## config.mk

```make
export PLATFORM = sky130hd
export DESIGN_NAME = waveform_capture_statistics
export DESIGN_NICKNAME = d
export VERILOG_FILES = /design/src/hw/rtl/wcs_pkg.sv /design/src/hw/rtl/waveform_capture_statistics.sv /design/src/hw/rtl/wcs_div.sv /design/src/hw/rtl/wcs_datapath.sv /design/src/hw/rtl/wcs_ctrl.sv
export SDC_FILE = /design/constraint.sdc
export NUM_CORES = 1
export LEC_CHECK = 0
export ABC_AREA = 1
export BUFFER_PORTS_ARGS = -buffer_cell sky130_fd_sc_hd__buf_2
export CAP_MARGIN = 20
export CORE_ASPECT_RATIO = 0.75
export CORE_MARGIN = 2
export CORE_UTILIZATION = 42
export CTS_CLUSTER_DIAMETER = 150
export DETAILED_ROUTE_END_ITERATION = 8
export GPL_ROUTABILITY_DRIVEN = 0
export SYNTH_ARGS = -nofsm -noshare
export SYNTH_HDL_FRONTEND = slang
export SYNTH_SLANG_ARGS = --single-unit
```

## constraint.sdc

```tcl
create_clock -name clk -period 6.8 [get_ports clk]
set_input_delay 0.68 -clock clk [delete_from_list [all_inputs] [get_ports clk]]
set_output_delay 0.68 -clock clk [all_outputs]
set_load 0.01 [all_outputs]
```

## src/hw/rtl/wcs_pkg.sv

```systemverilog
// Shared types and constants for the waveform capture statistics block.
// Used by wcs_div, wcs_datapath, wcs_ctrl and the top level. No dependencies.
`default_nettype none

package wcs_pkg;

    localparam int MAX_SAMPLES = 8192;

    localparam int RAW_W   = 12;
    localparam int LEVEL_W = 13;
    localparam int SUM_W   = 26;
    localparam int SQ_W    = 38;
    localparam int TERM_W  = 26;   // one squared difference, at most 6144^2
    localparam int TIME_W  = 14;
    localparam int CNT_W   = 13;
    localparam int POS_W   = 13;
    localparam int IDX_W   = 14;
    localparam int CFG_W   = 13;
    localparam int CFG_IDX_W = 2;

    localparam int DIV_STEPS  = TIME_W;
    localparam int DIV_CNT_W  = $clog2(DIV_STEPS);

    localparam logic signed [LEVEL_W-1:0] V_BIAS        = 13'sd2048;
    localparam logic signed [LEVEL_W-1:0] MAX_INIT      = -13'sd4095;
    localparam logic signed [LEVEL_W-1:0] MIN_INIT      = 13'sd4095;
    localparam logic [SQ_W-1:0]           SQ_MAX        = {SQ_W{1'b1}};
    localparam logic [TIME_W-1:0]         TIME_MAX      = {TIME_W{1'b1}};
    localparam logic [CNT_W-1:0]          CNT_MAX       = {CNT_W{1'b1}};
    localparam logic [IDX_W-1:0]          IDX_LAST      = IDX_W'(MAX_SAMPLES - 1);

    // configuration register indexes
    localparam logic [CFG_IDX_W-1:0] CFG_THRESH_HIGH  = 2'd0;
    localparam logic [CFG_IDX_W-1:0] CFG_THRESH_LOW   = 2'd1;
    localparam logic [CFG_IDX_W-1:0] CFG_SQUARE_OFS   = 2'd2;
    localparam logic [CFG_IDX_W-1:0] CFG_PRETRIG_LEN  = 2'd3;

    typedef enum logic [1:0] {
        LVL_LOW     = 2'd0,
        LVL_HIGH    = 2'd1,
        LVL_UNKNOWN = 2'd2
    } level_t;

    typedef struct packed {
        logic accept;      // sample beat taken this cycle
        logic div_start;   // launch both average divisions
        logic load_out;    // move totals into the output register and clear
    } cmd_t;

    typedef struct packed {
        logic capture_end; // current sample closes the capture
        logic div_done;    // averages are ready
    } status_t;

    // first member sits in the top bits
    typedef struct packed {
        logic [IDX_W-1:0]          sample_count;
        logic [POS_W-1:0]          first_fall_pos;
        logic [POS_W-1:0]          first_rise_pos;
        logic [CNT_W-1:0]          fall_count;
        logic [CNT_W-1:0]          rise_count;
        logic [TIME_W-1:0]         low_time_avg;
        logic [TIME_W-1:0]         high_time_avg;
        logic [SQ_W-1:0]           square_sum;
        logic signed [SUM_W-1:0]   level_sum;
        logic signed [LEVEL_W-1:0] min_level;
        logic signed [LEVEL_W-1:0] max_level;
    } result_t;

endpackage

`default_nettype wire

```

## src/hw/rtl/waveform_capture_statistics.sv

```systemverilog
// Waveform capture statistics, top level.
// Depends on wcs_pkg, wcs_ctrl, wcs_datapath (which holds wcs_div).
//
// Usage:
//   s_axis carries one raw ADC sample per beat in tdata; tlast marks the
//   final sample of a capture. A capture also ends on its MAX_SAMPLES-th beat.
//   While a capture runs, a sample is taken every cycle (s_axis_tready high).
//   After the closing beat, s_axis_tready drops while the block launches
//   the two shared-width restoring dividers (one quotient bit per cycle)
//   for the average high and low times and then loads the result register.
//   The result beat appears on m_axis once the result register is loaded.
//   The result register lets the next capture run while a result waits;
//   if the receiver still stalls when the next capture's averages are done,
//   the block holds with s_axis_tready low until m_axis_tready.
//   cfg_we writes register cfg_index (0 thresh_high, 1 thresh_low,
//   2 square_offset, 3 pretrigger_len) from cfg_data; write only when idle.
//   Reset clears all capture state, the registers to zero, and m_axis_tvalid.
`default_nettype none

module waveform_capture_statistics (
    input  wire logic                               clk,
    input  wire logic                               rst_n,
    input  wire logic                               s_axis_tvalid,
    output logic                                    s_axis_tready,
    input  wire logic [15:0]                        s_axis_tdata,  // [11:0] sample_raw
    input  wire logic                               s_axis_tlast,  // last_sample
    output logic                                    m_axis_tvalid,
    input  wire logic                               m_axis_tready,
    // fields from bit 0: max_level, min_level, level_sum, square_sum, high_time_avg,
    // low_time_avg, rise_count, fall_count, first_rise_pos, first_fall_pos, sample_count
    output logic [$bits(wcs_pkg::result_t)-1:0]     m_axis_tdata,
    input  wire logic                               cfg_we,
    input  wire logic [wcs_pkg::CFG_IDX_W-1:0]      cfg_index,
    input  wire logic [wcs_pkg::CFG_W-1:0]          cfg_data
);

    wcs_pkg::cmd_t    cmd;
    wcs_pkg::status_t status;
    wcs_pkg::result_t result;

    wcs_ctrl u_ctrl (
        .clk       (clk),
        .rst_n     (rst_n),
        .in_valid  (s_axis_tvalid),
        .in_ready  (s_axis_tready),
        .out_valid (m_axis_tvalid),
        .out_ready (m_axis_tready),
        .status    (status),
        .cmd       (cmd)
    );

    wcs_datapath u_datapath (
        .clk         (clk),
        .rst_n       (rst_n),
        .cmd         (cmd),
        .status      (status),
        .sample_raw  (s_axis_tdata[wcs_pkg::RAW_W-1:0]),
        .last_sample (s_axis_tlast),
        .cfg_we      (cfg_we),
        .cfg_index   (cfg_index),
        .cfg_data    (cfg_data),
        .result      (result)
    );

    assign m_axis_tdata = result;

    // closing beat must launch the dividers on the next cycle
    a_div_after_end: assert property (@(posedge clk) disable iff (!rst_n)
        cmd.accept && status.capture_end |=> cmd.div_start && !s_axis_tready)
        else $error("divider not launched after capture end");

    // result register only overwritten when free
    a_load_free: assert property (@(posedge clk) disable iff (!rst_n)
        cmd.load_out |-> (!m_axis_tvalid || m_axis_tready))
        else $error("result overwritten while stalled");

    // no samples taken and no result loaded while the dividers are launched
    a_no_accept_div: assert property (@(posedge clk) disable iff (!rst_n)
        cmd.div_start |-> !cmd.accept && !cmd.load_out)
        else $error("sample accepted during division");

endmodule

`default_nettype wire

```

## src/hw/rtl/wcs_div.sv

```systemverilog
// Restoring divider, one quotient bit per cycle, for the average times.
// Depends on wcs_pkg. A zero divisor gives a zero quotient.
`default_nettype none

module wcs_div (
    input  wire logic                          clk,
    input  wire logic                          rst_n,
    input  wire logic                          start,
    input  wire logic [wcs_pkg::TIME_W-1:0]    dividend,
    input  wire logic [wcs_pkg::CNT_W-1:0]     divisor,
    output logic      [wcs_pkg::TIME_W-1:0]    quotient,
    output logic                               done
);

    logic [wcs_pkg::TIME_W-1:0]    rem_reg, rem_next;
    logic [wcs_pkg::TIME_W-1:0]    quo_reg, quo_next;
    logic [wcs_pkg::CNT_W-1:0]     dsr_reg;
    logic [wcs_pkg::DIV_CNT_W-1:0] cnt_reg, cnt_next;
    logic                          busy_reg, busy_next;
    logic                          done_reg, done_next;
    logic                          zero_reg;
    logic [wcs_pkg::TIME_W-1:0]    trial;

    // remainder stays below the divisor, so its top bit is always clear
    assign trial = {rem_reg[wcs_pkg::TIME_W-2:0], quo_reg[wcs_pkg::TIME_W-1]};

    always_comb
    begin
        rem_next  = rem_reg;
        quo_next  = quo_reg;
        cnt_next  = cnt_reg;
        busy_next = busy_reg;
        done_next = done_reg;
        if (start)
        begin
            rem_next  = '0;
            quo_next  = dividend;
            cnt_next  = '0;
            busy_next = 1'b1;
            done_next = 1'b0;
        end
        else if (busy_reg)
        begin
            if (trial >= {1'b0, dsr_reg})
            begin
                rem_next = trial - {1'b0, dsr_reg};
                quo_next = {quo_reg[wcs_pkg::TIME_W-2:0], 1'b1};
            end
            else
            begin
                rem_next = trial;
                quo_next = {quo_reg[wcs_pkg::TIME_W-2:0], 1'b0};
            end
            cnt_next = cnt_reg + 1'b1;
            if (cnt_reg == wcs_pkg::DIV_CNT_W'(wcs_pkg::DIV_STEPS - 1))
            begin
                busy_next = 1'b0;
                done_next = 1'b1;
            end
        end
    end

    always_ff @(posedge clk or negedge rst_n)
    begin
        if (!rst_n)
        begin
            busy_reg <= 1'b0;
            done_reg <= 1'b0;
            cnt_reg  <= '0;
        end
        else
        begin
            busy_reg <= busy_next;
            done_reg <= done_next;
            cnt_reg  <= cnt_next;
        end
    end

    always_ff @(posedge clk)
    begin
        rem_reg <= rem_next;
        quo_reg <= quo_next;
        if (start)
        begin
            dsr_reg  <= divisor;
            zero_reg <= (divisor == '0);
        end
    end

    assign quotient = zero_reg ? '0 : quo_reg;
    assign done     = done_reg;

endmodule

`default_nettype wire

```

## src/hw/rtl/wcs_datapath.sv

```systemverilog
// Datapath: configuration registers, per-sample accumulators, hysteresis
// edge tracking, the two average dividers and the result register. Uses wcs_pkg, wcs_div.
`default_nettype none

module wcs_datapath (
    input  wire logic                            clk,
    input  wire logic                            rst_n,
    input  wire wcs_pkg::cmd_t                   cmd,
    output wcs_pkg::status_t                     status,
    input  wire logic [wcs_pkg::RAW_W-1:0]       sample_raw,
    input  wire logic                            last_sample,
    input  wire logic                            cfg_we,
    input  wire logic [wcs_pkg::CFG_IDX_W-1:0]   cfg_index,
    input  wire logic [wcs_pkg::CFG_W-1:0]       cfg_data,
    output wcs_pkg::result_t                     result
);

    logic signed [wcs_pkg::LEVEL_W-1:0] thresh_high_reg, thresh_low_reg, square_ofs_reg;
    logic [wcs_pkg::POS_W-1:0]          pretrig_reg;

    logic signed [wcs_pkg::LEVEL_W-1:0] max_reg, max_next;
    logic signed [wcs_pkg::LEVEL_W-1:0] min_reg, min_next;
    logic [wcs_pkg::SUM_W-1:0]          sum_reg, sum_next;
    logic [wcs_pkg::SQ_W-1:0]           sq_sum_reg, sq_sum_next;
    logic [wcs_pkg::TERM_W-1:0]         term_reg;
    logic                               term_vld_reg;
    wcs_pkg::level_t                    level_reg, level_next;
    logic [wcs_pkg::TIME_W-1:0]         gap_reg, gap_next, gap_inc;
    logic [wcs_pkg::TIME_W-1:0]         low_tot_reg, low_tot_next;
    logic [wcs_pkg::TIME_W-1:0]         high_tot_reg, high_tot_next;
    logic [wcs_pkg::CNT_W-1:0]          rises_reg, rises_next;
    logic [wcs_pkg::CNT_W-1:0]          falls_reg, falls_next;
    logic [wcs_pkg::POS_W-1:0]          rise_pos_reg, rise_pos_next;
    logic [wcs_pkg::POS_W-1:0]          fall_pos_reg, fall_pos_next;
    logic [wcs_pkg::IDX_W-1:0]          idx_reg;

    logic signed [wcs_pkg::LEVEL_W-1:0] v;
    logic signed [wcs_pkg::LEVEL_W:0]   diff;
    logic signed [2*wcs_pkg::LEVEL_W+1:0] prod;
    logic [wcs_pkg::SQ_W:0]             sq_wide;
    logic [wcs_pkg::TIME_W:0]           low_wide, high_wide;
    logic [wcs_pkg::POS_W-1:0]          pos;
    logic [wcs_pkg::TIME_W-1:0]         high_avg, low_avg;
    logic                               high_done, low_done;

    assign v    = wcs_pkg::V_BIAS - $signed({1'b0, sample_raw});
    assign diff = $signed({v[wcs_pkg::LEVEL_W-1], v})
                - $signed({square_ofs_reg[wcs_pkg::LEVEL_W-1], square_ofs_reg});
    assign prod = diff * diff;
    assign pos  = idx_reg[wcs_pkg::POS_W-1:0];

    assign status.capture_end = last_sample || (idx_reg == wcs_pkg::IDX_LAST);
    assign status.div_done    = high_done && low_done;

    // pending squared term is registered and folded into the sum in the cycle after its sample
    assign sq_wide     = {1'b0, sq_sum_reg} + {{(wcs_pkg::SQ_W-wcs_pkg::TERM_W+1){1'b0}}, term_reg};
    assign sq_sum_next = term_vld_reg ? (sq_wide[wcs_pkg::SQ_W] ? wcs_pkg::SQ_MAX
                                                                : sq_wide[wcs_pkg::SQ_W-1:0])
                                      : sq_sum_reg;

    always_comb
    begin
        max_next      = (v > max_reg) ? v : max_reg;
        min_next      = (v < min_reg) ? v : min_reg;
        sum_next      = sum_reg + {{(wcs_pkg::SUM_W-wcs_pkg::LEVEL_W){v[wcs_pkg::LEVEL_W-1]}}, v};
        gap_inc       = gap_reg;
        if (level_reg != wcs_pkg::LVL_UNKNOWN && gap_reg != wcs_pkg::TIME_MAX)
            gap_inc = gap_reg + 1'b1;
        gap_next      = gap_inc;
        level_next    = level_reg;
        low_tot_next  = low_tot_reg;
        high_tot_next = high_tot_reg;
        rises_next    = rises_reg;
        falls_next    = falls_reg;
        rise_pos_next = rise_pos_reg;
        fall_pos_next = fall_pos_reg;
        low_wide      = {1'b0, low_tot_reg} + {1'b0, gap_inc};
        high_wide     = {1'b0, high_tot_reg} + {1'b0, gap_inc};
        priority if (v > thresh_high_reg)
        begin
            if (level_reg == wcs_pkg::LVL_LOW)
            begin
                low_tot_next = low_wide[wcs_pkg::TIME_W] ? wcs_pkg::TIME_MAX
                                                         : low_wide[wcs_pkg::TIME_W-1:0];
                gap_next = '0;
                if (rises_reg != wcs_pkg::CNT_MAX)
                    rises_next = rises_reg + 1'b1;
                if (rise_pos_reg < pretrig_reg)
                    rise_pos_next = pos;
            end
            level_next = wcs_pkg::LVL_HIGH;
        end
        else if (v < thresh_low_reg)
        begin
            if (level_reg == wcs_pkg::LVL_HIGH)
            begin
                high_tot_next = high_wide[wcs_pkg::TIME_W] ? wcs_pkg::TIME_MAX
                                                           : high_wide[wcs_pkg::TIME_W-1:0];
                gap_next = '0;
                if (falls_reg != wcs_pkg::CNT_MAX)
                    falls_next = falls_reg + 1'b1;
                if (fall_pos_reg < pretrig_reg)
                    fall_pos_next = pos;
            end
            level_next = wcs_pkg::LVL_LOW;
        end
        else
        begin
            // between the thresholds the level holds
            level_next = level_reg;
        end
    end

    always_ff @(posedge clk or negedge rst_n)
    begin
        if (!rst_n)
        begin
            thresh_high_reg <= '0;
            thresh_low_reg  <= '0;
            square_ofs_reg  <= '0;
            pretrig_reg     <= '0;
        end
        else if (cfg_we)
        begin
            unique case (cfg_index)
                wcs_pkg::CFG_THRESH_HIGH: thresh_high_reg <= cfg_data;
                wcs_pkg::CFG_THRESH_LOW:  thresh_low_reg  <= cfg_data;
                wcs_pkg::CFG_SQUARE_OFS:  square_ofs_reg  <= cfg_data;
                wcs_pkg::CFG_PRETRIG_LEN: pretrig_reg     <= cfg_data;
                default: ;
            endcase
        end
    end

    always_ff @(posedge clk or negedge rst_n)
    begin
        if (!rst_n)
        begin
            max_reg      <= wcs_pkg::MAX_INIT;
            min_reg      <= wcs_pkg::MIN_INIT;
            sum_reg      <= '0;
            sq_sum_reg   <= '0;
            term_vld_reg <= 1'b0;
            level_reg    <= wcs_pkg::LVL_UNKNOWN;
            gap_reg      <= '0;
            low_tot_reg  <= '0;
            high_tot_reg <= '0;
            rises_reg    <= '0;
            falls_reg    <= '0;
            rise_pos_reg <= '0;
            fall_pos_reg <= '0;
            idx_reg      <= '0;
        end
        else if (cmd.load_out)
        begin
            max_reg      <= wcs_pkg::MAX_INIT;
            min_reg      <= wcs_pkg::MIN_INIT;
            sum_reg      <= '0;
            sq_sum_reg   <= '0;
            term_vld_reg <= 1'b0;
            level_reg    <= wcs_pkg::LVL_UNKNOWN;
            gap_reg      <= '0;
            low_tot_reg  <= '0;
            high_tot_reg <= '0;
            rises_reg    <= '0;
            falls_reg    <= '0;
            rise_pos_reg <= '0;
            fall_pos_reg <= '0;
            idx_reg      <= '0;
        end
        else
        begin
            sq_sum_reg   <= sq_sum_next;
            term_vld_reg <= cmd.accept;
            if (cmd.accept)
            begin
                max_reg      <= max_next;
                min_reg      <= min_next;
                sum_reg      <= sum_next;
                level_reg    <= level_next;
                gap_reg      <= gap_next;
                low_tot_reg  <= low_tot_next;
                high_tot_reg <= high_tot_next;
                rises_reg    <= rises_next;
                falls_reg    <= falls_next;
                rise_pos_reg <= rise_pos_next;
                fall_pos_reg <= fall_pos_next;
                // index holds at the end so the count can be read out
                if (!status.capture_end)
                    idx_reg <= idx_reg + 1'b1;
            end
        end
    end

    always_ff @(posedge clk)
    begin
        if (cmd.accept)
            term_reg <= prod[wcs_pkg::TERM_W-1:0];
    end

    wcs_div u_high_div (
        .clk      (clk),
        .rst_n    (rst_n),
        .start    (cmd.div_start),
        .dividend (high_tot_reg),
        .divisor  (falls_reg),
        .quotient (high_avg),
        .done     (high_done)
    );

    wcs_div u_low_div (
        .clk      (clk),
        .rst_n    (rst_n),
        .start    (cmd.div_start),
        .dividend (low_tot_reg),
        .divisor  (rises_reg),
        .quotient (low_avg),
        .done     (low_done)
    );

    always_ff @(posedge clk)
    begin
        if (cmd.load_out)
        begin
            result.max_level      <= max_reg;
            result.min_level      <= min_reg;
            result.level_sum      <= sum_reg;
            result.square_sum     <= sq_sum_reg;
            result.high_time_avg  <= high_avg;
            result.low_time_avg   <= low_avg;
            result.rise_count     <= rises_reg;
            result.fall_count     <= falls_reg;
            result.first_rise_pos <= rise_pos_reg;
            result.first_fall_pos <= fall_pos_reg;
            result.sample_count   <= idx_reg + 1'b1;
        end
    end

endmodule

`default_nettype wire

```

## src/hw/rtl/wcs_ctrl.sv

```systemverilog
// Controller: sequences sample intake, the end-of-capture divisions and
// the result handoff. Uses wcs_pkg; talks to wcs_datapath through cmd/status.
`default_nettype none

module wcs_ctrl (
    input  wire logic               clk,
    input  wire logic               rst_n,
    input  wire logic               in_valid,
    output logic                    in_ready,
    output logic                    out_valid,
    input  wire logic               out_ready,
    input  wire wcs_pkg::status_t   status,
    output wcs_pkg::cmd_t           cmd
);

    typedef enum logic [1:0] {
        ST_RUN,
        ST_START,
        ST_DIV
    } state_t;

    state_t state_reg;
    logic   out_valid_reg;
    logic   out_free;

    assign out_free      = !out_valid_reg || out_ready;
    assign in_ready      = (state_reg == ST_RUN);
    assign out_valid     = out_valid_reg;
    assign cmd.accept    = in_valid && in_ready;
    assign cmd.div_start = (state_reg == ST_START);
    assign cmd.load_out  = (state_reg == ST_DIV) && status.div_done && out_free;

    always_ff @(posedge clk or negedge rst_n)
    begin
        if (!rst_n)
        begin
            state_reg     <= ST_RUN;
            out_valid_reg <= 1'b0;
        end
        else
        begin
            if (cmd.load_out)
                out_valid_reg <= 1'b1;
            else if (out_ready)
                out_valid_reg <= 1'b0;

            unique case (state_reg)
                ST_RUN:
                begin
                    if (cmd.accept && status.capture_end)
                        state_reg <= ST_START;
                end
                ST_START:
                    state_reg <= ST_DIV;
                ST_DIV:
                begin
                    if (cmd.load_out)
                        state_reg <= ST_RUN;
                end
                default:
                    state_reg <= ST_RUN;
            endcase
        end
    end

endmodule

`default_nettype wire
```

**Yosys cells after proc, flatten, opt, wreduce, memory -nomap -nowiden**

Index checks and enable logic that the tools add are counted.

- Flip-flop bits (word level): 560
- Bits of input ports: 37
- Word-level logic and storage cells: 223

- $add $sub $neg: 14
- Multipliers: 1
- Magnitude comparators: 8
- Equal/unequal tests: 17
- Mux-type cells: 88
- Reductions and logical operators: 49

Operators by type and width:

| cell | number |
|---|---|
| two-way mux 13 bit | 30 |
| two-way mux 14 bit | 25 |
| two-way mux 38 bit | 3 |
| less-than comparator 13 bit | 4 |
| two-way mux 26 bit | 2 |
| adder 38 x 26 -> 39 bit | 1 |
| nonzero test 2 bit | 17 |
| adder 14 x 14 -> 15 bit | 2 |
| adder 14 x 1 -> 14 bit (second input constant) | 2 |
| greater-or-equal comparator 14 x 13 -> 1 bit | 2 |
| adder 13 x 1 -> 13 bit (second input constant) | 2 |
| adder 26 bit | 1 |
| > comparator 13 bit | 2 |
| zero test 13 bit | 2 |
| multiplier 14 x 14 -> 26 bit | 1 |
| inequality test 13 bit (second input constant) | 2 |
| subtractor 13 bit | 2 |
| AND reduction 2 bit | 11 |
| two-way mux 1 bit | 17 |
| two-way mux 4 bit | 4 |
| == test 14 x 13 -> 1 bit (second input constant) | 1 |
| inequality test 14 bit (second input constant) | 1 |
| subtractor 13 x 13 -> 14 bit | 1 |
| subtractor 12 x 12 -> 13 bit (first input constant) | 1 |
| other kinds (15) | 41 |

**Logic depth before layout (Yosys ltp)**

- Depth in word-level cells: 10
- Gate-level depth with buffers: 46
- Gate-level depth less buffers: 44

**By module**

From an unflattened synthesis, not the netlist that was laid out.

- Cells, all modules: 4,750
- Area, all modules: 38,557.0 µm²

Modules (own cells, without submodules):

| module | instances | cells an instance | area each (µm²) | sequential area each (µm²) |
|---|---|---|---|---|
| wcs_datapath | 1 | 3,950 | 32,522.4 | 12,625.9 |
| wcs_div | 2 | 390 | 2,941.6 | 1,251.2 |
| wcs_ctrl | 1 | 20 | 151.4 | 75.1 |

**Worst setup path after synthesis**

No wires, ideal clock.

- Path type: input to register
- From: input s_axis_tdata[0]
- To: register u_datapath.term_reg[25] (netlist name), data pin
- Library setup time: 0.252 ns
- Arrival time: 8.136 ns
- Required time: 6.548 ns
- Path slack: -1.589 ns
- Stages on the path: 37
- Cells stage by stage: inv_1 > ha_1 > nand2_1 > nor2_1 > nand4_1 > nor3_1 > or2_2 > inv_1 > ha_1 > a21oi_1 > nand2_1 > a21oi_1 > nand2_1 > nand2_1 > nand2_1 > buf_6 > buf_2 > nor2_1 > fa_1 > fa_1 > inv_1 > fa_1 > inv_1 > fa_1 > inv_1 > fa_1 > fa_1 > inv_1 > ha_1 > a21oi_1 > o21ai_0 > a21oi_1 > nand3_1 > a21oi_1 > inv_1 > nand2_1 > nand2_1

- Cells in the longest elaborated chain, start to end: 3

RTL lines:

| item | line | RTL |
|---|---|---|
| start: declaration | waveform_capture_statistics.sv:25 | `input wire logic [15:0] s_axis_tdata,` |
| subtractor 12 x 12 -> 13 bit | wcs_datapath.sv:46 | `assign v = wcs_pkg::V_BIAS - $signed({1'b0, sample_raw});` |
| subtractor 13 x 13 -> 14 bit | wcs_datapath.sv:48 | `- $signed({square_ofs_reg[wcs_pkg::LEVEL_W-1], square_ofs_reg});` |
| multiplier 14 x 14 -> 26 bit | wcs_datapath.sv:49 | `assign prod = diff * diff;` |
| net u_datapath.prod (one bit) | wcs_datapath.sv:39 | `logic signed [2*wcs_pkg::LEVEL_W+1:0] prod;` |
| end signal: assignment | wcs_datapath.sv:198 | `term_reg <= prod[wcs_pkg::TERM_W-1:0];` |
| end: declaration | wcs_datapath.sv:25 | `logic [wcs_pkg::TERM_W-1:0] term_reg;` |

The timed path passes the listed nets, and every way through them passes these cells.
A chain may end at the register's enable or synchronous reset.

**Final worst setup path**

- From: input s_axis_tdata[0]
- To: register u_datapath.term_reg[22] (netlist name), data pin

The elaborated chain is that of the path after synthesis.

==> run metrics <==
Synth Register Bits 559; path type of the worst setup path in2reg; via count of the routed design 30,400; first-pass GRT wire length 163,000 um; number of enable-type register cells in the synthesized netlist 265; Final Net Count 5,327; count of port buffers added during placement 218; top-level I/O count 223; fillers 8,217; Largest register FFs 184; startpoint of the most critical register-to-register path u_datapath.square_ofs_reg[0]$_DFFE_PN0P_; final period utilization 105%; Setup Slack @ Placement -1.27 ns; die area 90,700 um^2; Antenna Nets Post-Route 0; result of the run finished with violations; post-synthesis cell count 4,381; number of antenna violations at the first check in global routing 2; setup slack on the worst flop-to-flop path -0.02 ns; latest clock arrival within the worst-skew pair 0.64 ns; setup repair after global routing missed its margin yes; most frequent CP cell sky130_fd_sc_hd__fa_1; worst-path cell with the longest stage delay sky130_fd_sc_hd__fa_1; Synthesized Nets 4,849; total core area 87,600 um^2; post-synth design cell area 37,100 um^2; Chip Height 261 um; GRT Residual Overflow 0; Critical Path Max Stage Delay 0.61 ns; number of placement rows 94; DP Cell Count 5,898; worst r2r path cells 31; total routed wirelength 102,000 um; Hold WC Path Type in2async; final slew viol count 0; Required @ worst endpoint 7.19 ns; final non-filler cell total 6,063; half-perimeter wire length of the detailed placement result 77,400 um; Via density 5.01; cell chosen for the clock root sky130_fd_sc_hd__clkbuf_16; hold violation total from the final report 0; arrival time worst endpoint 7.54 ns; r2r endpoint u_datapath.term_reg[22]$_DFFE_PP_; starting DRC count in detailed routing 2,441; diodes inserted 0; number of buffers between clock root and the deepest sink 3; shortest period the worst path allows 7.15 ns; horizontal extent of the die 347 um; Worst-Margin Slew 1.09 ns; TritonCTS clock tree done; Area Overhead vs Synth 20.5%; Pre-antenna DRT Iters 5; Critical Path End Type flop; via count of the first global-routing pass 29,400; post-DR wirelength/cell 16.8 um; pin count of the biggest net entering global routing 114; normalized max-slew margin 26.8%; Avg Cell Area, Syn 8.47 um^2; H-tree lvl count 2; maximum fanout along the worst path 7; failing checks setup timing; count of different cell masters after synthesis 58; number of CTS-inserted buffers 60; CTS clock-pin slew for the worst setup and hold paths 0.06 ns; Startpoint Class primary input; fraction of layout cells with a size suffix above 1 17.4%; Clock Sink Count 559; initial core utilization 42.3%; max capacitance violation total 0; register area share after synthesis 41.0%; Async S/R FF share, synth 47.9%; Yosys warning count 0; FMAX 0.140 GHz; most used flip-flop cell after synthesis sky130_fd_sc_hd__edfxtp_1; Fin Clk Skew 0.0204 ns; DRC violations left 0; worst setup slack after layout -0.351 ns; aggregate global-route resource usage 22.5%; total of endpoints with negative setup slack in the final report 14
layer usage:
metal / GRT usage, % / routed length, um / vias up
li1: - / - / 15100
met2: 31.7 / 40200 / 728
met5: 0 / 0 / -
met1: 35.4 / 52700 / 14400
met3: 4.44 / 6790 / 109
met4: 4.71 / 1920 / 0
repair_timing:
item / in CTS / in global routing
setup endpoints to repair: 16 / 17
gates resized for setup: 110 / 50
hold buffers: 0 / 0
pin swaps: 76 / 27
cloned: 1 / 1
setup buffers: 34 / 14
synth_stat cells, types with 8 or more instances:
cell type | number | area [um^2]
sky130_fd_sc_hd__nand2_1 | 1178 | 4420
sky130_fd_sc_hd__inv_1 | 673 | 2530
sky130_fd_sc_hd__nor2_1 | 340 | 1280
sky130_fd_sc_hd__edfxtp_1 | 265 | 7960
sky130_fd_sc_hd__ha_1 | 264 | 3300
sky130_fd_sc_hd__o21ai_0 | 262 | 1310
sky130_fd_sc_hd__dfrtp_1 | 253 | 6330
sky130_fd_sc_hd__nand3_1 | 204 | 1020
sky130_fd_sc_hd__a21oi_1 | 189 | 946
sky130_fd_sc_hd__fa_1 | 167 | 3340
sky130_fd_sc_hd__xor2_1 | 109 | 955
sky130_fd_sc_hd__nand4_1 | 54 | 338
sky130_fd_sc_hd__nor3_1 | 53 | 265
sky130_fd_sc_hd__clkbuf_1 | 44 | 165
sky130_fd_sc_hd__xnor2_1 | 31 | 272
sky130_fd_sc_hd__dfxtp_1 | 26 | 521
sky130_fd_sc_hd__o211ai_1 | 25 | 188
sky130_fd_sc_hd__buf_2 | 23 | 115
sky130_fd_sc_hd__o21bai_1 | 21 | 158
sky130_fd_sc_hd__o21ai_1 | 19 | 95.1
sky130_fd_sc_hd__a21o_1 | 18 | 135
sky130_fd_sc_hd__nand3b_1 | 17 | 128
sky130_fd_sc_hd__nor4_1 | 16 | 100
sky130_fd_sc_hd__dfstp_2 | 15 | 394
sky130_fd_sc_hd__o22ai_1 | 14 | 87.6
sky130_fd_sc_hd__or2_2 | 14 | 87.6
sky130_fd_sc_hd__buf_1 | 8 | 30.0
worst max-delay path, delay by kind of cell:
kind / cells / cell delay [ns]
adders and majority gates: 9 / 3.72
and+or+nand+nor: 10 / 1.07
AOI/OAI and AO/OA: 6 / 0.94
buffers and inverters: 8 / 0.86
xor gates and xnor gates: 2 / 0.24
cell families (layout without fill, tap and decap cells):
family          Yosys count  after routing  share of synthesized area [%]
xor+xnor                142            142                           3.42
compound gates          574            574                           8.41
buf+inv                 769           1299                           8.02
flops                   559            559                           41.0
fa+ha+maj               431            431                           17.9
simple gates           1906           1906                           21.3
metrics by stage:
step	utilization [%]	hold WS, ns	area [um^2]	TNS (ns)
finish	51.0	0.136	44700	-2.98
global route	51.0	0.200	44700	-7.27
CTS	50.7	0.152	44400	-2.24
detailed placement	47.4	0.452	41500	-17.51
global placement	47.4	0.445	41500	-16.45
floorplan	-	0.384	37600	-6.18
cell usage in the layout (no fill, tap or decap), types with 35 or more instances in the layout:
cell	netlist	final
sky130_fd_sc_hd__nand2_1	1178	1137
sky130_fd_sc_hd__inv_1	673	638
sky130_fd_sc_hd__nor2_1	340	304
sky130_fd_sc_hd__buf_4	7	269
sky130_fd_sc_hd__edfxtp_1	265	265
sky130_fd_sc_hd__dfrtp_1	253	253
sky130_fd_sc_hd__o21ai_0	262	252
sky130_fd_sc_hd__ha_1	264	239
sky130_fd_sc_hd__buf_2	23	216
sky130_fd_sc_hd__nand3_1	204	198
sky130_fd_sc_hd__a21oi_1	189	170
sky130_fd_sc_hd__fa_1	167	158
sky130_fd_sc_hd__xor2_1	109	102
sky130_fd_sc_hd__clkbuf_16	0	64
sky130_fd_sc_hd__nand4_1	54	54
sky130_fd_sc_hd__nor3_1	53	49
sky130_fd_sc_hd__nand2_2	4	35
final cells by class:
class	instances	area [um^2]	share of cell area, %
inverter	682	2600	5.81
sequential	559	15200	34.0
clock inverter	24	339	0.758
tap	1152	1440	3.22
timing repair buffer	503	3410	7.64
multi-input combinational	3053	19900	44.5
clock buffer	90	1820	4.07
worst max-delay path by stage:
stage          cells after the start                           endpoint  slack (ns)             from
6_report                          35  u_datapath.term_reg[22]$_DFFE_PP_       -0.35  s_axis_tdata[0]
5_1_grt                           41  u_datapath.term_reg[25]$_DFFE_PP_       -0.67  s_axis_tdata[0]
4_1_cts                           38  u_datapath.term_reg[22]$_DFFE_PP_       -0.28  s_axis_tdata[0]
3_5_place_dp                      38  u_datapath.term_reg[22]$_DFFE_PP_       -1.27  s_axis_tdata[0]
3_3_place_gp                      38  u_datapath.term_reg[22]$_DFFE_PP_       -1.23  s_axis_tdata[0]
2_1_floorplan                     36  u_datapath.term_reg[25]$_DFFE_PP_       -0.68  s_axis_tdata[0]
Power is not shown: default switching activity piles up to over one toggle a cycle in this logic, so the estimate is an artifact.
